### src/hdl/scfd_pkg.sv
// Shared types, widths and lookup tables for the smartcard Fi/Di rate calculator.
// No dependencies; imported by every module of the block.
`default_nettype none

package scfd_pkg;

  localparam int unsigned FI_W     = 12;  // Fi factor, up to 2048
  localparam int unsigned DI_W     = 7;   // Di factor, up to 64
  localparam int unsigned CFG_W    = 8;   // configuration data width
  localparam int unsigned CFG_IDX_W = 2;  // configuration register index width
  localparam int unsigned CNT_W    = 17;  // timer count / reload / ticks
  localparam int unsigned PRE_W    = 3;   // prescale halvings
  localparam int unsigned RLD_W    = 16;  // reload word
  localparam int unsigned GUARD_W  = 25;  // guard ticks

  // Serial multiplier: 17-bit multiplicand times 8-bit multiplier
  localparam int unsigned MUL_A_W  = 17;
  localparam int unsigned MUL_B_W  = 8;
  localparam int unsigned MUL_P_W  = 25;

  // Serial divider: 19-bit dividend, 7-bit divisor
  localparam int unsigned DIV_N_W  = 19;
  localparam int unsigned DIV_D_W  = 7;

  // Rate numerator Fi*cd + 8*Di
  localparam int unsigned RNUM_W   = 21;

  localparam logic [CNT_W-1:0] COUNT_LIMIT = 17'd65536;
  localparam logic [PRE_W-1:0] PRE_MAX     = 3'd7;
  localparam logic [CFG_W-1:0] GUARD_NONE  = 8'hFF;
  localparam logic [FI_W-1:0]  FI_RESET    = 12'd372;
  localparam logic [DI_W-1:0]  DI_RESET    = 7'd1;
  localparam logic [CFG_W-1:0] CARD_DIV_RESET = 8'd2;
  localparam logic [DIV_D_W-1:0] TICK_DIVISOR = 7'd3;

  // Configuration register indexes
  typedef enum logic [CFG_IDX_W-1:0] {
    CFG_CARD_DIVIDER = 2'd0,
    CFG_GUARD_N      = 2'd1
  } cfg_idx_t;

  typedef enum logic [2:0] {
    S_IDLE,
    S_MUL_RATE,
    S_DIV_RATE,
    S_HALVE,
    S_DIV_TICK,
    S_MUL_GUARD,
    S_DONE
  } state_t;

  // ISO 7816-3 Fi table, zero marks a reserved code
  function automatic logic [FI_W-1:0] fi_lookup(input logic [3:0] code);
    logic [FI_W-1:0] f;
    case (code)
      4'h0:    f = 12'd372;
      4'h1:    f = 12'd372;
      4'h2:    f = 12'd558;
      4'h3:    f = 12'd744;
      4'h4:    f = 12'd1116;
      4'h5:    f = 12'd1488;
      4'h6:    f = 12'd1860;
      4'h9:    f = 12'd512;
      4'hA:    f = 12'd768;
      4'hB:    f = 12'd1024;
      4'hC:    f = 12'd1536;
      4'hD:    f = 12'd2048;
      default: f = '0;
    endcase
    return f;
  endfunction

  // ISO 7816-3 Di table, zero marks a reserved code
  function automatic logic [DI_W-1:0] di_lookup(input logic [3:0] code);
    logic [DI_W-1:0] d;
    case (code)
      4'h1:    d = 7'd1;
      4'h2:    d = 7'd2;
      4'h3:    d = 7'd4;
      4'h4:    d = 7'd8;
      4'h5:    d = 7'd16;
      4'h6:    d = 7'd32;
      4'h7:    d = 7'd64;
      4'h8:    d = 7'd12;
      4'h9:    d = 7'd20;
      default: d = '0;
    endcase
    return d;
  endfunction

endpackage

`default_nettype wire

### src/hdl/scfd_serial_mul.sv
// Bit-serial shift-and-add multiplier, one multiplier bit per cycle.
// Depends on scfd_pkg for operand and product widths.
`default_nettype none

module scfd_serial_mul
  import scfd_pkg::*;
(
  input  logic               clk,
  input  logic               rst,
  input  logic               start,
  input  logic [MUL_A_W-1:0] a,
  input  logic [MUL_B_W-1:0] b,
  output logic               done,
  output logic [MUL_P_W-1:0] product
);

  localparam int unsigned STEP_W = $clog2(MUL_B_W);

  logic               busy;
  logic [STEP_W-1:0]  step;
  logic [MUL_P_W-1:0] acc;
  logic [MUL_P_W-1:0] a_sh;
  logic [MUL_B_W-1:0] b_sh;
  logic [MUL_P_W-1:0] acc_next;

  assign acc_next = b_sh[0] ? MUL_P_W'(acc + a_sh) : acc;
  assign product  = acc;

  always_ff @(posedge clk) begin
    if (rst) begin
      busy <= 1'b0;
      done <= 1'b0;
      step <= '0;
    end else begin
      done <= 1'b0;
      if (start) begin
        busy <= 1'b1;
        step <= '0;
      end else if (busy) begin
        step <= STEP_W'(step + 1'b1);
        if (step == STEP_W'(MUL_B_W - 1)) begin
          busy <= 1'b0;
          done <= 1'b1;
        end
      end
    end
  end

  always_ff @(posedge clk) begin
    if (start) begin
      acc  <= '0;
      a_sh <= MUL_P_W'(a);
      b_sh <= b;
    end else if (busy) begin
      acc  <= acc_next;
      a_sh <= {a_sh[MUL_P_W-2:0], 1'b0};
      b_sh <= {1'b0, b_sh[MUL_B_W-1:1]};
    end
  end

endmodule

`default_nettype wire

### src/hdl/scfd_serial_div.sv
// Bit-serial restoring divider, one quotient bit per cycle.
// Depends on scfd_pkg for dividend and divisor widths.
`default_nettype none

module scfd_serial_div
  import scfd_pkg::*;
(
  input  logic               clk,
  input  logic               rst,
  input  logic               start,
  input  logic [DIV_N_W-1:0] numer,
  input  logic [DIV_D_W-1:0] denom,
  output logic               done,
  output logic [DIV_N_W-1:0] quotient
);

  localparam int unsigned STEP_W = $clog2(DIV_N_W);

  logic               busy;
  logic [STEP_W-1:0]  step;
  logic [DIV_N_W-1:0] quo;     // dividend shifts out, quotient shifts in
  logic [DIV_D_W-1:0] rem;
  logic [DIV_D_W-1:0] den;
  logic [DIV_D_W:0]   trial;
  logic               fits;

  assign trial    = {rem, quo[DIV_N_W-1]};
  assign fits     = trial >= {1'b0, den};
  assign quotient = quo;

  always_ff @(posedge clk) begin
    if (rst) begin
      busy <= 1'b0;
      done <= 1'b0;
      step <= '0;
    end else begin
      done <= 1'b0;
      if (start) begin
        busy <= 1'b1;
        step <= '0;
      end else if (busy) begin
        step <= STEP_W'(step + 1'b1);
        if (step == STEP_W'(DIV_N_W - 1)) begin
          busy <= 1'b0;
          done <= 1'b1;
        end
      end
    end
  end

  always_ff @(posedge clk) begin
    if (start) begin
      quo <= numer;
      rem <= '0;
      den <= denom;
    end else if (busy) begin
      // subtract when the trial remainder covers the divisor
      rem <= fits ? DIV_D_W'(trial - {1'b0, den}) : trial[DIV_D_W-1:0];
      quo <= {quo[DIV_N_W-2:0], fits};
    end
  end

endmodule

`default_nettype wire

### src/hdl/smartcard_fi_di_rate_calculator.sv
// Smartcard Fi/Di baud rate calculator, top level: sequencer, state and output word.
// Depends on scfd_pkg, scfd_serial_mul and scfd_serial_div.
//
// Usage:
//   Input channel (in_valid/in_ready, ta1_byte) takes one TA1 word per item. The
//   high nibble picks Fi, the low nibble Di. The pair is applied when both table
//   entries are defined and the rounded divisor (Fi*cd + 8Di)/(16Di) is at least 2;
//   otherwise the stored pair stays and supported reads 0.
//   Output channel (out_valid/out_ready) carries one result word per input word:
//   the pair in use, timer count, prescale, reload word, effective reload,
//   ticks per etu and guard ticks.
//   Configuration port (cfg_write_en/cfg_index/cfg_data) writes card_divider
//   (index 0) and guard_n (index 1); write only while idle.
// Sequence:
//   A serial multiply and a serial divide for the divisor, a second serial divide for
//   ticks per etu and a serial multiply for guard ticks run in turn; the guard multiply
//   is skipped when guard time is off, and when a defined pair fails the divisor check
//   the old pair is multiplied and divided again. One item is in work at a time.
// Reset and stalls:
//   rst clears the sequencer, restores Fi=372, Di=1, card_divider=2, guard_n=0.
//   The result word sits in an output register, so the next TA1 word is taken while
//   a result waits; a finished result then holds in the sequencer until the output
//   register frees up.
`default_nettype none

module smartcard_fi_di_rate_calculator
  import scfd_pkg::*;
(
  input  logic                 clk,
  input  logic                 rst,
  // configuration
  input  logic                 cfg_write_en,
  input  logic [CFG_IDX_W-1:0] cfg_index,
  input  logic [CFG_W-1:0]     cfg_data,
  // input channel
  input  logic                 in_valid,
  output logic                 in_ready,
  input  logic [7:0]           ta1_byte,
  // output channel
  output logic                 out_valid,
  input  logic                 out_ready,
  output logic                 supported,
  output logic [FI_W-1:0]      fi_value,
  output logic [DI_W-1:0]      di_value,
  output logic [CNT_W-1:0]     timer_count,
  output logic [PRE_W-1:0]     prescale,
  output logic [RLD_W-1:0]     reload_word,
  output logic [CNT_W-1:0]     effective_reload,
  output logic [CNT_W-1:0]     ticks_per_etu,
  output logic [GUARD_W-1:0]   guard_ticks
);

  state_t state, state_next;

  // configuration registers
  logic [CFG_W-1:0] card_divider;
  logic [CFG_W-1:0] guard_n;

  // stored pair
  logic [FI_W-1:0] cur_fi;
  logic [DI_W-1:0] cur_di;

  // working registers
  logic             cand_pass;   // dividing the candidate pair, not the stored one
  logic             ok;
  logic [FI_W-1:0]  work_f;
  logic [DI_W-1:0]  work_d;
  logic [CNT_W-1:0] count;
  logic [PRE_W-1:0] pre;
  logic [CNT_W-1:0] ticks;
  logic [GUARD_W-1:0] guard;

  // arithmetic units
  logic               mul_start, mul_done;
  logic [MUL_A_W-1:0] mul_a;
  logic [MUL_B_W-1:0] mul_b;
  logic [MUL_P_W-1:0] mul_p;
  logic               div_start, div_done;
  logic [DIV_N_W-1:0] div_num;
  logic [DIV_D_W-1:0] div_den;
  logic [DIV_N_W-1:0] div_q;

  // decode of the incoming word
  logic [FI_W-1:0] cand_f;
  logic [DI_W-1:0] cand_d;
  logic            cand_valid;
  logic [FI_W-1:0] start_f;
  logic [DI_W-1:0] start_d;

  logic [RNUM_W-1:0] rate_num;
  logic [CNT_W-1:0]  eff;
  logic              halve_needed;
  logic              guard_on;
  logic              div_rejects;
  logic              out_free;

  assign cand_f     = fi_lookup(ta1_byte[7:4]);
  assign cand_d     = di_lookup(ta1_byte[3:0]);
  assign cand_valid = (cand_f != '0) && (cand_d != '0);
  assign start_f    = cand_valid ? cand_f : cur_fi;
  assign start_d    = cand_valid ? cand_d : cur_di;

  // Fi*cd + 8*Di, cd = 1 for code zero else twice the code
  assign rate_num = ((card_divider == '0) ? RNUM_W'(work_f)
                                          : RNUM_W'({mul_p[RNUM_W-2:0], 1'b0}))
                    + RNUM_W'({work_d, 3'b000});

  assign eff          = count << pre;
  assign halve_needed = (count > COUNT_LIMIT) && (pre != PRE_MAX);
  assign guard_on     = (guard_n != '0) && (guard_n != GUARD_NONE);
  assign div_rejects  = cand_pass && (div_q < DIV_N_W'(2));
  assign out_free     = !out_valid || out_ready;

  scfd_serial_mul u_mul (
    .clk     (clk),
    .rst     (rst),
    .start   (mul_start),
    .a       (mul_a),
    .b       (mul_b),
    .done    (mul_done),
    .product (mul_p)
  );

  scfd_serial_div u_div (
    .clk      (clk),
    .rst      (rst),
    .start    (div_start),
    .numer    (div_num),
    .denom    (div_den),
    .done     (div_done),
    .quotient (div_q)
  );

  // next state
  always_comb begin
    state_next = state;
    unique case (state)
      S_IDLE:      if (in_valid) state_next = S_MUL_RATE;
      S_MUL_RATE:  if (mul_done) state_next = S_DIV_RATE;
      S_DIV_RATE: begin
        if (div_done) state_next = div_rejects ? S_MUL_RATE : S_HALVE;
      end
      S_HALVE:     if (!halve_needed) state_next = S_DIV_TICK;
      S_DIV_TICK: begin
        if (div_done) state_next = guard_on ? S_MUL_GUARD : S_DONE;
      end
      S_MUL_GUARD: if (mul_done) state_next = S_DONE;
      S_DONE:      if (out_free) state_next = S_IDLE;
      default:     state_next = S_IDLE;
    endcase
  end

  // unit launches and handshake
  always_comb begin
    in_ready  = 1'b0;
    mul_start = 1'b0;
    mul_a     = MUL_A_W'(start_f);
    mul_b     = card_divider;
    div_start = 1'b0;
    div_num   = DIV_N_W'(rate_num[RNUM_W-1:4]);
    div_den   = work_d;
    unique case (state)
      S_IDLE: begin
        in_ready  = 1'b1;
        mul_start = in_valid;
      end
      S_MUL_RATE: begin
        div_start = mul_done;
      end
      S_DIV_RATE: begin
        // rejected candidate: divide the stored pair instead
        mul_start = div_done && div_rejects;
        mul_a     = MUL_A_W'(cur_fi);
      end
      S_HALVE: begin
        div_start = !halve_needed;
        div_num   = DIV_N_W'({eff, 2'b10});
        div_den   = TICK_DIVISOR;
      end
      S_DIV_TICK: begin
        mul_start = div_done && guard_on;
        mul_a     = div_q[MUL_A_W-1:0];
        mul_b     = guard_n;
      end
      S_MUL_GUARD, S_DONE: begin
      end
      default: begin
      end
    endcase
  end

  // control state
  always_ff @(posedge clk) begin
    if (rst) begin
      state        <= S_IDLE;
      card_divider <= CARD_DIV_RESET;
      guard_n      <= '0;
      cur_fi       <= FI_RESET;
      cur_di       <= DI_RESET;
      cand_pass    <= 1'b0;
      out_valid    <= 1'b0;
    end else begin
      state <= state_next;
      if (cfg_write_en) begin
        unique case (cfg_index)
          CFG_CARD_DIVIDER: card_divider <= cfg_data;
          CFG_GUARD_N:      guard_n      <= cfg_data;
          default: ;  // drop writes beyond the register list
        endcase
      end
      if (state == S_IDLE && in_valid) begin
        cand_pass <= cand_valid;
      end
      if (state == S_DIV_RATE && div_done && cand_pass) begin
        cand_pass <= 1'b0;
        if (!div_rejects) begin
          cur_fi <= work_f;
          cur_di <= work_d;
        end
      end
      if (state == S_DONE && out_free) begin
        out_valid <= 1'b1;
      end else if (out_ready) begin
        out_valid <= 1'b0;
      end
    end
  end

  // working values and output word
  always_ff @(posedge clk) begin
    unique case (state)
      S_IDLE: begin
        if (in_valid) begin
          work_f <= start_f;
          work_d <= start_d;
          ok     <= 1'b0;
        end
      end
      S_DIV_RATE: begin
        if (div_done) begin
          if (div_rejects) begin
            work_f <= cur_fi;
            work_d <= cur_di;
          end else begin
            ok    <= cand_pass;
            count <= div_q[CNT_W-1:0];
            pre   <= '0;
          end
        end
      end
      S_HALVE: begin
        if (halve_needed) begin
          count <= CNT_W'(({1'b0, count} + (CNT_W+1)'(1)) >> 1);
          pre   <= PRE_W'(pre + 1'b1);
        end
      end
      S_DIV_TICK: begin
        if (div_done) begin
          ticks <= div_q[CNT_W-1:0];
          guard <= '0;
        end
      end
      S_MUL_GUARD: begin
        if (mul_done) guard <= mul_p;
      end
      S_DONE: begin
        if (out_free) begin
          supported        <= ok;
          fi_value         <= cur_fi;
          di_value         <= cur_di;
          timer_count      <= count;
          prescale         <= pre;
          reload_word      <= RLD_W'(RLD_W'(0) - count[RLD_W-1:0]);
          effective_reload <= eff;
          ticks_per_etu    <= ticks;
          guard_ticks      <= guard;
        end
      end
      default: begin
      end
    endcase
  end

  // an accepted word always starts the multiply for the divisor
  a_accept_starts: assert property (@(posedge clk) disable iff (rst)
    in_valid && in_ready |=> state == S_MUL_RATE)
    else $error("accepted word did not start the divisor multiply");

  // a new result word comes only out of the final sequencer step
  a_result_from_done: assert property (@(posedge clk) disable iff (rst)
    $rose(out_valid) |-> $past(state) == S_DONE)
    else $error("result word raised outside the final step");

  // an applied pair always yields a divisor of at least two
  a_supported_count: assert property (@(posedge clk) disable iff (rst)
    out_valid && supported |-> timer_count >= CNT_W'(2))
    else $error("applied pair with divisor below two");

  // the divider reports only while the sequencer waits on it
  a_div_expected: assert property (@(posedge clk) disable iff (rst)
    div_done |-> state == S_DIV_RATE || state == S_DIV_TICK)
    else $error("divider finished outside a divide step");

endmodule

`default_nettype wire
### config.mk
export PLATFORM = sky130hd
export DESIGN_NAME = smartcard_fi_di_rate_calculator
export DESIGN_NICKNAME = d
export VERILOG_FILES = /design/src/hdl/scfd_pkg.sv /design/src/hdl/scfd_serial_mul.sv /design/src/hdl/scfd_serial_div.sv /design/src/hdl/smartcard_fi_di_rate_calculator.sv
export SDC_FILE = /design/constraint.sdc
export NUM_CORES = 1
export LEC_CHECK = 0
export BUFFER_PORTS_ARGS = -buffer_cell sky130_fd_sc_hd__clkbuf_2
export CAP_MARGIN = 15
export CORE_MARGIN = 2
export CORE_UTILIZATION = 60
export DETAILED_ROUTE_END_ITERATION = 10
export GPL_TIMING_DRIVEN = 0
export PLACE_DENSITY = 0.8
export REMOVE_ABC_BUFFERS = 1
export SLEW_MARGIN = 20
export SYNTH_ARGS = -nofsm -noshare
export SYNTH_HDL_FRONTEND = slang
export SYNTH_HIERARCHICAL = 1
export SYNTH_SLANG_ARGS = --single-unit
### constraint.sdc
create_clock -name clk -period 8.1 [get_ports clk]
set_input_delay 0.81 -clock clk [delete_from_list [all_inputs] [get_ports clk]]
set_output_delay 0.81 -clock clk [all_outputs]
set_load 0.01 [all_outputs]
== Word-level counts from Yosys, hierarchy flattened ==
Memory sizes are Yosys's and may differ from the RTL's.
Cells that the tools add are included.
Widths: inputs -> output; s select.
Word-level totals
  flip-flop bits (word level): 340
  bits in read-only memories: 288
  input bits: 23
  output and inout bits: 117
  memories: 2
Operators by class
  $add $sub $neg: 8
  $lt $le $gt $ge: 3
  equality and inequality tests: 20
  shift operators: 1
  multiplexer cells: 59
  bitwise operators: 2
  reduce and logical (&&, ||, !) cells: 40
Memory list
  (name not given): words 16, width 11, read ports 1, clocked after Yosys merged registers in 0, wr ports 0, RTL line scfd_pkg.sv:55  | case (code)
  (name not given): words 16, width 7, read ports 1, clocked after Yosys merged registers in 0, wr ports 0, RTL line scfd_pkg.sv:76  | case (code)
Operator list (number)
  $mux 17: 5
  $pmux 17 s2: 2
  $mux 19: 3
  $mux 25: 2
  $pmux 25 s2: 1
  $mux 12: 4
  $mux 7: 5
  $mux 3: 10
  $add 25x25->25: 1
  $mux 8: 3
  $pmux 12 s2: 1
  $add 21x10->21: 1
  $mux 21: 1
  $pmux 3 s7: 1
  $lt 19x2->1 const B: 1
  $add 17x1->18 const B: 1
  $gt 17x17->1 const B: 1
  $shl 17x3->17: 1
  $sub 1x16->16 const A: 1
  $mux 1: 14
  $pmux 7 s2: 1
  $eq 3x3->1 const B: 4
  $reduce_bool 12->1: 1
  $reduce_bool 2->1: 6
  other kinds (31): 62

== Logic depth before layout (Yosys ltp) ==
An unclocked memory read counts as a cell.
  word-level depth: 6
  gate-level depth with buffers: 13
  depth with buffers taken out: 12

== By module ==
Netlist, hierarchy kept.
By module, submodules not included
  smartcard_fi_di_rate_calculator: times used 1, cells an instance 992, area an instance 11245.8 µm²
  scfd_serial_mul: times used 1, cells an instance 375, area an instance 3696.0 µm²
  scfd_serial_div: times used 1, cells an instance 182, area an instance 2129.5 µm²

== Worst setup path before layout ==
OpenSTA, ideal clock, no wires.
  kind: input port to flip-flop
  start: in out_ready
  end: reg di_value[0], enable pin
  library setup time: 602 ps
  arrival time: 5964 ps
  setup slack: 1534 ps
  stages on the path: 2
  path buffers: 0
  cells stage by stage: nand2b_1 nor2b_1
On the way
  word-level cells in the longest chain between the ends: 2
RTL lines
  start, declared: RTL line smartcard_fi_di_rate_calculator.sv:41  | input logic out_ready,
  $logic_or 1x1->1: RTL line smartcard_fi_di_rate_calculator.sv:112  | assign out_free = !out_valid || out_ready;
  $reduce_and 2->1 (no source line)
  end signal, assigned: RTL line smartcard_fi_di_rate_calculator.sv:270  | di_value <= cur_di;
  end, declared: RTL line smartcard_fi_di_rate_calculator.sv:44  | output logic [DI_W-1:0] di_value,
Every way passes these cells.
A chain may end at the register's enable or synchronous reset.

== Final worst setup path ==
  start: reg card_divider[1]
  end: reg u_div.quo[16], in the netlist u_div/quotient[16], data pin
On the way
  word-level cells in the longest chain between the ends: 5
RTL lines
  start, declared: RTL line smartcard_fi_di_rate_calculator.sv:56  | logic [CFG_W-1:0] card_divider;
  start signal, assigned: RTL line smartcard_fi_di_rate_calculator.sv:206  | CFG_CARD_DIVIDER: card_divider <= cfg_data;
  $logic_not 8->1: RTL line smartcard_fi_di_rate_calculator.sv:104  | assign rate_num = ((card_divider == '0) ? RNUM_W'(work_f)
  $mux 21: RTL line smartcard_fi_di_rate_calculator.sv:104
  $add 21x10->21: RTL line smartcard_fi_di_rate_calculator.sv:106  | + RNUM_W'({work_d, 3'b000});
  $mux 19: RTL line smartcard_fi_di_rate_calculator.sv:162  | unique case (state)
  named net div_num[16]: RTL line smartcard_fi_di_rate_calculator.sv:79  | logic [DIV_N_W-1:0] div_num;
  $mux 19: RTL line scfd_serial_div.sv:52  | if (start) begin
  end signal, assigned: RTL line scfd_serial_div.sv:53  | quo <= numer;
  end signal, assigned: RTL line scfd_serial_div.sv:59  | quo <= {quo[DIV_N_W-2:0], fits};
  end, declared: RTL line scfd_serial_div.sv:21  | logic [DIV_N_W-1:0] quo;
The timed path passes the listed nets, and every way through them passes these cells.

==> impl_metrics.csv <==
group,metric,value,unit
run_status,status,"finished, final reports clean",
timing,timing.hold.ws,414,ps
timing,min_period_over_period,53.5,%
synth,synth_edf_count,247,
synth,ys_seq_elements,339,
routing,dr.pass1.iters,8,
layout,final_cell_mix,"247 x edfxtp_1, 189 x nand2_1, 138 x clkbuf_2, 122 x nor2_1, 92 x dfxtp_1",
critical_path,crit_required,8380,ps
cts,path_clk_slew,60,ps
critical_path,crit_type,"register to register",
timing,skew,23.9,ps
timing,rsz0062_at_grt,"no",
layout,drive_gt1_share,18.3,%
placed_design,dpl_worst_slack,3940,ps
critical_path,cp_num_buf_inv,0,
global_routing,grt_overflow,0,
placed_design,gp_congestion,0.934,
layout,final_common_cell,"edfxtp_1",
synth,ys_async_sr_fraction,0,%
critical_path,arrival,4610,ps
timing,min_period,4340,ps
min_path,hp-class,"register to register",
routing,viasPerCell,6.11,
layout,num_antenna_cells,0,
synth,synthAdderAreaFrac,4.02,%
synth,ys_seq_area_share,54.2,%
placed_design,hpwl,27.4,mm
critical_path,crit_slowest_cell,"nor4_4",
die,die_area,29800,sq um
cts,ctsHoldBuffers,0,
cts,cts_made_buffers,36,
critical_path,crit_fanout,13,
die,core_area,27900,sq um
critical_path,path_cells,"nor4_4 > nand2_1 > mux2_2 > ha_1 > a21oi_1 > o21ai_0 > or3_1 > o2111ai_1 > xor2_1 > mux2_2 > mux2_2",
synth,synth_cells,1549,
timing,hold_viol_final,0,
critical_path,endpoint_kind,"register",
synth,yosys.area_share.simple,16.4,%
critical_path,cp-start-kind,"register",
power_and_ir_drop,ir_drop,0.000180,V
cts,cts_tree,"built",
routing,drc,0,
routing,ant_nets,0,
synth,synthesis.area,17100,sq um
cts,cts_resized,0,
synth,synth_compound_area_share,11.6,%
routing,wire_per_inst,19.4,um
synth,synth_top_family_by_area,"simple AND/OR/NAND/NOR gates",
critical_path,critPathTopFamily,"simple AND/OR/NAND/NOR gates",
die,row_count,61,
timing,slew_headroom,27.5,%
synth,synthDistinctLibCells,90,
synth,synth_flop_cell,"edfxtp_1",
critical_path,critPathMostFrequentCell,"mux2_2",
global_routing,grt_pass1_wl,63.3,mm
power_and_ir_drop,leakage,7.32,nW
cts,cts.sinks,339,
global_routing,grt_pass1_vias,11868,
global_routing,grt_antenna_before_repair,0,
cts,cts_buffer_depth,3,
synth,synthXorXnorAreaFrac,3.39,%
synth,yosys_warnings,6,
timing,finalSetupViolCount,0,
global_routing,grtUsageTotal,26.3,%
die,start_util,61.1,%
cts,cts_root_buffer,"clkbuf_16",
die,die_x,173,um
layout,nFillCells,2059,
critical_path,slowest_delay,650,ps
die,dieHeight,173,um
cts,cts_setup_buffers,0,
layout,layout.nets,1716,
placed_design,portBuffers,139,
timing,setup_slack,3760,ps
die,io_pins,140,
synth,synth_mux_area_share,6.90,%
layout,syn_to_final_growth,12.4,%
power_and_ir_drop,p_per_area,286,nW/um^2
flow_run,drv_cap,0,
routing,vias,12507,
timing,fmax,231,MHz
routing,drt_iter0_drc,1330,
cts,clock_latency,530,ps
routing,drt_wl_total,39.8,mm
timing,drv_slew,0,
synth,syn_area_per_cell,11.0,sq um
global_routing,grt_max_degree,64,
timing,tightest_slew,1090,ps
cts,cts.htree.levels,2,
## power by group
group	internal, mW	switching (mW)	total [mW]
combinational	0.609	0.893	1.50
sequential	2.10	0.239	2.34
clock	0.982	0.664	1.65
total	3.69	1.80	5.49
## through the flow
step	setup TNS, ps	cells	area, sq um	util (%)	power (mW)
final	0	2046	19200	68.7	5.49
after global routing	0	2046	19200	68.7	5.74
after CTS	0	2046	19200	68.7	5.48
after detailed placement	0	1980	18000	64.4	3.83
after global placement	-93560	1973	17800	63.7	3.77
after floorplan	0	1456	16600	-	3.41
## routing by layer
metal / global-route usage [%] / wire length (um) / share of wire, %
met1: 36.2 / 16700 / 42
met2: 42.5 / 18300 / 46
met3: 4.20 / 3390 / 8.5
met4: 9.75 / 1360 / 3.4
met5: 0 / 0 / 0
## cells by family after synthesis
group                    after synthesis
AO/OA/AOI/OAI                        285
buffers and inverters                132
multiplexers                         106
AND/OR/NAND/NOR                      568
adder cells (fa/ha/maj)               53
XOR/XNOR                              66
flip-flops                           339
## registers in the layout (all words and copies together), names as in the netlist, 19 cells and up
signal and count:
guard 25, u_mul/a_sh 25, guard_ticks 25, u_div/quotient 19, u_mul/product 25
## cell usage after synthesis, types with 5 or more instances
| cell type | instances | share of area (%) |
|---|---|---|
| edfxtp_1 | 247 | 43 |
| nand2_1 | 191 | 4.2 |
| nor2_1 | 125 | 2.7 |
| dfxtp_1 | 92 | 11 |
| a21oi_1 | 77 | 2.3 |
| clkbuf_1 | 58 | 1.3 |
| mux2_2 | 53 | 3.5 |
| ha_1 | 50 | 3.7 |
| mux2i_1 | 48 | 2.8 |
| and2_1 | 46 | 1.7 |
| o21ai_0 | 46 | 1.3 |
| nor3_1 | 43 | 1.3 |
| xnor2_1 | 41 | 2.1 |
| inv_1 | 38 | 0.84 |
| nand3_1 | 29 | 0.85 |
| xor2_1 | 25 | 1.3 |
| and3_1 | 19 | 0.70 |
| o21ai_1 | 17 | 0.50 |
| a211oi_1 | 16 | 0.70 |
| nand4_1 | 16 | 0.59 |
| a221o_1 | 15 | 0.88 |
| buf_2 | 15 | 0.44 |
| nand2b_1 | 15 | 0.55 |
| a21o_1 | 14 | 0.62 |
| nor2b_1 | 13 | 0.48 |
| nor3b_1 | 12 | 0.53 |
| buf_1 | 8 | 0.18 |
| nor4_1 | 8 | 0.29 |
| o211ai_1 | 8 | 0.35 |
| o21a_1 | 8 | 0.35 |
| a311oi_1 | 7 | 0.36 |
| a31oi_1 | 7 | 0.26 |
| nand3b_1 | 7 | 0.31 |
| o22ai_1 | 7 | 0.26 |
| or3_1 | 7 | 0.26 |
| o31ai_1 | 6 | 0.26 |
| or2_2 | 6 | 0.22 |
| buf_4 | 5 | 0.22 |
| o21bai_1 | 5 | 0.22 |
| or4_1 | 5 | 0.22 |
## path summary, 6_finish.rpt
kind | startpoint | to | slack [ps] | cells past startpoint
setup / recovery | card_divider[1] | u_div/quotient[16] | 3760 | 11
hold / removal | guard[8] | guard_ticks[8] | 410 | 0
setup reg to reg | card_divider[1] | u_div/quotient[16] | 3760 | 11
hold reg to reg | guard[8] | guard_ticks[8] | 410 | 0
## layout make-up
class,count,area [sq um],share of cell area [%]
clock buffer,48,977,5.09
clock inverter,18,205,1.07
inverter,39,146,0.763
multi-input combinational,1078,7270,37.9
sequential,339,9260,48.3
tap,378,473,2.47
timing repair buffer,146,848,4.42
No activity file was read; power rests on OpenSTA's default activity.
